--- src/rtl/core/hctb_pkg.sv ---
// ----------------------------------------------------------------------------
// hctb_pkg: shared types and constants of the hashed context byte table
// Table geometry, hash constants and the packed layout of one table row.
// ----------------------------------------------------------------------------
package hctb_pkg;

  // Table geometry; TABLE_ENTRIES is a power of two so the home index is
  // the low bits of the hash and the probe wraps by overflow.
  localparam int TABLE_ENTRIES = 4096;
  localparam int TOP_SLOTS     = 4;
  localparam int PROBE_LIMIT   = 16;

  localparam int IDX_W   = $clog2(TABLE_ENTRIES);
  localparam int PROBE_W = $clog2(PROBE_LIMIT + 1);
  localparam int SLOT_W  = (TOP_SLOTS > 1) ? $clog2(TOP_SLOTS) : 1;

  localparam logic [63:0] MIX_C1    = 64'hff51afd7ed558ccd;
  localparam logic [63:0] MIX_C2    = 64'hc4ceb9fe1a85ec53;
  localparam int          MIX_SHIFT = 33;
  localparam int          HALF_W    = 32;

  localparam logic [31:0] COUNT_MAX = 32'hFFFF_FFFF;

  localparam logic ACT_PREDICT = 1'b0;
  localparam logic ACT_UPDATE  = 1'b1;

  typedef logic [IDX_W-1:0]   idx_t;
  typedef logic [PROBE_W-1:0] probe_t;
  typedef logic [SLOT_W-1:0]  slot_t;

  typedef struct packed {
    logic [63:0]                key;
    logic [31:0]                total;
    logic [TOP_SLOTS-1:0][7:0]  sbyte;
    logic [TOP_SLOTS-1:0][31:0] scount;
  } row_t;

  // Hash unit handshake
  typedef struct packed {
    logic done;
    idx_t idx;
  } hash_stat_t;

endpackage

--- src/rtl/core/hctb_hash.sv ---
// ----------------------------------------------------------------------------
// hctb_hash: iterative 64-bit mix finalizer
// Each 64x64 low-half product is built from partial products on one shared 32x32 multiplier.
// ----------------------------------------------------------------------------
module hctb_hash (
  input  logic                clk,
  input  logic                rst,
  input  logic                start,
  input  logic [63:0]         key,
  output hctb_pkg::hash_stat_t stat
);
  import hctb_pkg::*;

  typedef enum logic [1:0] {
    H_IDLE = 2'b01,
    H_RUN  = 2'b10
  } hstate_t;

  hstate_t     state;
  logic [1:0]  phase;
  logic        second;
  logic [63:0] h;
  logic [63:0] acc;
  logic [63:0] prod;
  logic [31:0] op_a;
  logic [31:0] op_b;
  logic [63:0] cst;
  logic [63:0] sum;
  logic [63:0] mixed;

  // Pick operand halves for the current partial product
  always_comb begin
    cst = second ? MIX_C2 : MIX_C1;
    unique case (phase)
      2'd0:    begin op_a = h[31:0];  op_b = cst[31:0];  end
      2'd1:    begin op_a = h[63:32]; op_b = cst[31:0];  end
      2'd2:    begin op_a = h[31:0];  op_b = cst[63:32]; end
      default: begin op_a = h[31:0];  op_b = cst[31:0];  end
    endcase
    sum   = acc + {prod[HALF_W-1:0], 32'b0};
    mixed = sum ^ (sum >> MIX_SHIFT);
  end

  // Shared multiplier, registered
  always_ff @(posedge clk) begin
    prod <= 64'(op_a) * 64'(op_b);
  end

  // Sequence the partial products
  always_ff @(posedge clk) begin
    if (rst) begin
      state     <= H_IDLE;
      phase     <= 2'd0;
      second    <= 1'b0;
      stat.done <= 1'b0;
    end else begin
      stat.done <= 1'b0;
      unique case (state)
        H_IDLE: begin
          if (start) begin
            h      <= key ^ (key >> MIX_SHIFT);
            phase  <= 2'd0;
            second <= 1'b0;
            state  <= H_RUN;
          end
        end
        H_RUN: begin
          phase <= phase + 2'd1;
          unique case (phase)
            2'd0: ;
            2'd1: acc <= prod;
            2'd2: acc <= sum;
            default: begin
              h <= mixed;
              if (second) begin
                stat.idx  <= mixed[IDX_W-1:0];
                stat.done <= 1'b1;
                state     <= H_IDLE;
              end else begin
                second <= 1'b1;
              end
            end
          endcase
        end
        default: state <= H_IDLE;
      endcase
    end
  end
endmodule

--- config.mk ---
export PLATFORM = sky130hd
export DESIGN_NAME = hctb_hash
export DESIGN_NICKNAME = d
export VERILOG_FILES = /design/src/rtl/core/hctb_pkg.sv /design/src/rtl/core/hctb_hash.sv
export SDC_FILE = /design/constraint.sdc
export NUM_CORES = 2
export LEC_CHECK = 0
export BUFFER_PORTS_ARGS = -buffer_cell sky130_fd_sc_hd__buf_4
export CORE_MARGIN = 3
export CORE_UTILIZATION = 38
export DETAILED_ROUTE_END_ITERATION = 8
export GPL_ROUTABILITY_DRIVEN = 0
export GPL_TIMING_DRIVEN = 0
export SLEW_MARGIN = 20
export SYNTH_ARGS = -nofsm -noshare
export SYNTH_HDL_FRONTEND = slang
export SYNTH_SLANG_ARGS = --single-unit
--- constraint.sdc ---
create_clock -name clk -period 8.1 [get_ports clk]
set_input_delay 1.62 -clock clk [delete_from_list [all_inputs] [get_ports clk]]
set_output_delay 1.62 -clock clk [all_outputs]
set_load 0.02 [all_outputs]
* After elaboration in Yosys (flattened, before gate mapping)
Index checks and enable logic that the tools add are counted.
** Cells by class
- Reductions and logical operators :: 11
- Eq/ne operators :: 7
- Multiplexer cells :: 17
- Add/sub/neg operators :: 2
- Multiply operators :: 1
- Bitwise operators :: 5
** Operators with widths (number)
- $pmux W64 S2 :: 2
- $mux W64 :: 2
- $xor A64 B31 Y64 :: 2
- $add A64 B64 Y64 :: 1
- $mul A32 B32 Y64 :: 1
- $mux W32 :: 2
- $mux W62 :: 1
- $mux W13 :: 1
- $reduce_and A3 Y1 :: 3
- $mux W2 :: 4
- $pmux W2 S2 :: 2
- $reduce_and A4 Y1 :: 2
- $ne A2 B2 Y1 const B :: 3
- $reduce_or A5 Y1 :: 1
- $eq A2 B1 Y1 const B :: 2
- $eq A2 B2 Y1 const B :: 2
- $reduce_bool A2 Y1 :: 2
- $not A1 Y1 :: 3
- $reduce_or A3 Y1 :: 1
- $add A2 B1 Y2 const B :: 1
- $logic_not A2 Y1 :: 1
- $mux W1 :: 2
- $pmux W1 S2 :: 1
- $reduce_and A2 Y1 :: 1
** Word-level totals
- Flip-flop bits (word level) :: 210

* Longest topological paths before layout
- Depth after elaboration :: 4
- Depth in mapped cells :: 35
- Gate-level depth less buffers :: 32

* Worst setup path after synthesis
Ideal clock, no wire load.
- Path kind :: register to register
- Start point :: reg phase[0]
- End point :: reg prod[51]
- Setup time :: 0.120 ns
- Cell stages (with the launch flop) :: 33
- Setup slack :: -0.899 ns
- Required time :: 7.980 ns
- Arrival :: 8.879 ns
- Path through :: dfxtp_1 > inv_1 > ha_1 > inv_1 > clkbuf_1 > ha_1 > clkbuf_1 > clkbuf_1 > clkbuf_1 > clkbuf_1 > nor2_1 > fa_1 > fa_1 > fa_1 > inv_1 > fa_1 > inv_1 > fa_1 > fa_1 > fa_1 > inv_1 > fa_1 > inv_1 > ha_1 > clkbuf_1 > nand4_1 > or2_2 > a2111oi_4 > o22ai_2 > nor4b_4 > or2b_1 > a41oi_1 > xnor2_1
** Between the ends
- Longest elaborated chain between the ends :: 3
- Elaborated cells on any way between the ends :: 5
- Those cells by class :: mul (1); eq/ne (2); mux (2)
** Ends and longest elaborated chain
- start, declared :: RTL line hctb_hash.sv:20 : logic [1:0] phase;
- start signal, assigned :: RTL line hctb_hash.sv:68 : phase <= phase + 2'd1;
- $eq A2 B1 Y1 / $eq A2 B2 Y1 (equally long branches) :: RTL line hctb_hash.sv:34 : unique case (phase)
- $mux W32 :: RTL line hctb_hash.sv:34
- $mul A32 B32 Y64 (*) :: RTL line hctb_hash.sv:46 : prod <= 64'(op_a) * 64'(op_b);
- end signal, assigned :: RTL line hctb_hash.sv:46
- end, declared :: RTL line hctb_hash.sv:24 : logic [63:0] prod;
Every way passes the cells marked *; elsewhere a longest branch is shown, timed or not.
A chain may end at the register's enable or synchronous reset.

* Final worst setup path
- Start point :: reg second
- End point :: reg prod[51]
** Between the ends
- Longest elaborated chain between the ends :: 3
** Ends and longest elaborated chain
- start, declared :: RTL line hctb_hash.sv:21 : logic second;
- start signal, assigned :: RTL line hctb_hash.sv:54 : second <= 1'b0;
- start signal, assigned :: RTL line hctb_hash.sv:63 : second <= 1'b0;
- start signal, assigned :: RTL line hctb_hash.sv:80 : second <= 1'b1;
- $mux W62 :: RTL line hctb_hash.sv:33 : cst = second ? MIX_C2 : MIX_C1;
- $mux W32 :: RTL line hctb_hash.sv:34
- $mul A32 B32 Y64 :: RTL line hctb_hash.sv:46
Every way passes these cells.

==> summary.md <==
| Metric | Value |
|---|---|
| Clk pin slew, worst setup/hold paths | around 0.070 ns |
| Synth area leader | fa_1 |
| Met3 GRT Util | 0.0591 |
| CTS tree | built |
| DP HPWL | roughly 120 mm |
| Syn. warnings | 0 |
| Synth unique cells | 71 |
| Status | finished, violations left |
| Routed WL | 142 mm |
| Core box area | between 0.1 and 0.15 mm2 |
| Cell with the most instances after synthesis | inv_1 |
| GR Util All Layers | 0.262 |
| WP buf/inv | 4 |
| DR iter-0 viols | just over 3,000 |
| CP max-delay cell | clkbuf_1 |
| H-tree depth | 1 |
| Drt first pass iters | 8 |
| Post-Syn Area | 0.0399 mm2 |
| Setup violators final | 36 |
| Max frequency | 0.115 GHz |
| Chip Height | ~330 um |
| Rel. slew slack | 0.282 |
| Cells after synthesis | between 4,000 and 5,000 |
| Hold WS | between 0.5 and 0.6 ns |
| CTS root buf | clkbuf_16 |
| Worst Skew | 0.0139 ns |
| Via count | slightly above 30,000 |
| Final global-route overflow total | 0 |
| Initial Util | 0.384 |
| Via density | 5.31 |
| Worst EP arrival | 9.03 ns |
| Max-Cap Viols | 0 |
| Met1 Resource Use GR | 0.353 |
| Asr flop ratio synth | 0 |
| Top FF cell, synth | edfxtp_1 |
| Worst-margin pin slew | 1.08 ns |
| Clk_lat worst skew | 0.50 ns |
| Full die area | 0.109 mm2 |
| Sequential cell area | 0.00562 mm2 |
| Drt wl/cell | approximately 24 um |
| Layout cell share with drive strength beyond 1 | 0.199 |
| Unrepaired setup endpoints after global routing | yes |
| ANT nets after route | 0 |
| Num rows | 118 |
| Post-DP Area | 0.0426 mm2 |
| Final-report max-slew violation count | 0 |
| Initial antenna violation count | 4 |
| Final core occ | 0.459 |
| Critical-path cell list | clkbuf_8 -> clkbuf_1 -> nor2_1 -> xnor2_1 -> ha_1 -> a31o_2 -> fa_1 -> fa_1 -> fa_1 -> fa_2 -> fa_2 -> fa_1 -> inv_1 -> fa_1 -> inv_2 -> ha_4 -> nand4_1 -> or2_4 -> a2111oi_4 -> o22ai_4 -> nor4b_4 -> or2b_1 -> a41oi_2 -> xnor2_2 |
| Minimum clock period | 8.66 ns |
| Vias in the first global route | 31,805 |
| Nets | 5,637 |
| Violated checks | setup timing |
| Final instance area | 0.0477 mm2 |
| Synth top area share | 0.392 |
| Port buffer count | 78 |
| Fin. Hold Viols | 0 |
| CP most frequent cell | fa_1 |
| Setup crit end kind | flop |
| Clock Tree Buf Depth | 3 |
| Worst-path fanout max | 10 |
| CTS Hold Bufs | 0 |
| Clk sinks | 210 |
| Worst setup path class | flop to flop |
| Syn_area_per_cell | 9.76 um2 |
| Die W | around 330 um |
| CP delay by family, top | adder cells |
| PnR worst setup slack | -0.559 ns |
| Synthesized net count | 5,317 |
| DRC | 0 |
| Post-synth EDFFs | 140 |
| Synthesis-stage register bit count | 210 |
| Layout fillers | 9,670 |
| Worst Setup Start Kind | flop |
| Cts bufs inserted | 18 |
| Largest net degree at the start of global routing | 25 |
| Io pins | 80 |
| Area of the multi-input gates | between 0.03 and 0.04 mm2 |
| WP data required | 8.48 ns |
| Layout area overhead | 19.6% |
| Pre-CTS setup slack | -2.78 ns |
| Synth top cells by count | inv_1, fa_1, ha_1 |
| Area contributors post-synth | fa_1, ha_1, edfxtp_1 |
| Seq/Total Area, Yosys | 0.141 |
| Top Usage Layer GRT | met2 |
| M2 GR Usage | 0.394 |
| Hold Path Class | flop to flop |
| Global-route wire length before repair | 208 mm |
| Fin crit share | 1.07 |
| Delay of the slowest critical-path stage | 0.81 ns |
layout make-up:
cell class              count  area share
clock inverters             4    0.000499
multi-input cells        2785       0.674
repair buffers            317      0.0585
flip-flops and latches    210       0.118
diodes                      1   0.0000525
clock buffers              28      0.0118
inverters                 959      0.0788
well taps                1380      0.0362
plain buffers             116      0.0220
flip-flops by register name (all words and copies together), names as in the netlist:
register / cells
prod: 64
phase: 2
second: 1
h: 64
acc: 64
state: 2
stat: 13
per-layer routing:
layer / vias up / wire [um]
li1: 13263 / -
met2: 1643 / 61200
met3: 447 / 14200
met5: - / 16
met1: 15447 / 56100
met4: 2 / 10100
final timing paths:
kind / startpoint / endpoint / slack [ns] / depth (start not counted)
max: second$_SDFFE_PP0P_ / prod[51]$_DFF_P_ / -0.56 / 24
min: acc[31]$_DFFE_PP_ / h[31]$_DFFE_PP_ / 0.52 / 2
max reg2reg: second$_SDFFE_PP0P_ / prod[51]$_DFF_P_ / -0.56 / 24
min reg2reg: acc[31]$_DFFE_PP_ / h[31]$_DFFE_PP_ / 0.52 / 2
tightest hold or removal path, stage by stage (launching register included):
cell and delay (ns):
edfxtp_1 0.33, nand2_1 0.05, nand2_1 0.05
what timing repair did:
item	CTS	global route
gates cloned	5	1
buffers inserted	166	60
gates resized for setup	552	163
endpoints found under the hold margin	0	0
endpoints found under the setup margin	52	40
pin swaps	143	112
logic make-up after synthesis:
group	after synthesis	share of synthesized area
muxes	65	0.0175
buffers and inverters	1092	0.103
xor gates and xnor gates	225	0.0515
other	1	0.0000940
AOI/OAI and AO/OA	489	0.0778
and+or+nand+nor	837	0.0965
adders and majority gates	1168	0.513
DFF	210	0.141
placed cells by master, fill, tap and decap left out, types with 17 or more instances in the layout:
master and count:
a21o_1 107, a21oi_1 127, and2_1 47, and3_1 30, buf_12 19, buf_4 275, buf_6 26, clkbuf_1 46
clkbuf_16 34, clkbuf_2 20, clkbuf_8 17, clkinvlp_4 24, dfxtp_1 67, edfxtp_1 140, fa_1 730, fa_2 51
ha_1 353, ha_4 24, inv_1 865, inv_2 50, mux2_2 28, mux2i_4 19, nand2_1 262, nand2b_1 26
nand2b_4 17, nand3_1 26, nand4_1 21, nor2_1 205, nor2_2 24, nor2_4 34, nor2b_1 48, nor3_1 21
o21ai_0 98, o21bai_1 28, xnor2_1 122, xor2_1 76
through the flow:
step	setup TNS [ns]	std cells
6_report	-10.80	5800
3_3_place_gp	-102.31	5545
5_1_grt	-16.05	5800
4_1_cts	-7.92	5741
2_1_floorplan	0	4087
3_5_place_dp	-97.70	5554
Power is left out: the tool's default activity adds up to more than one toggle a clock period on the data nets, which glitch-free logic cannot reach.
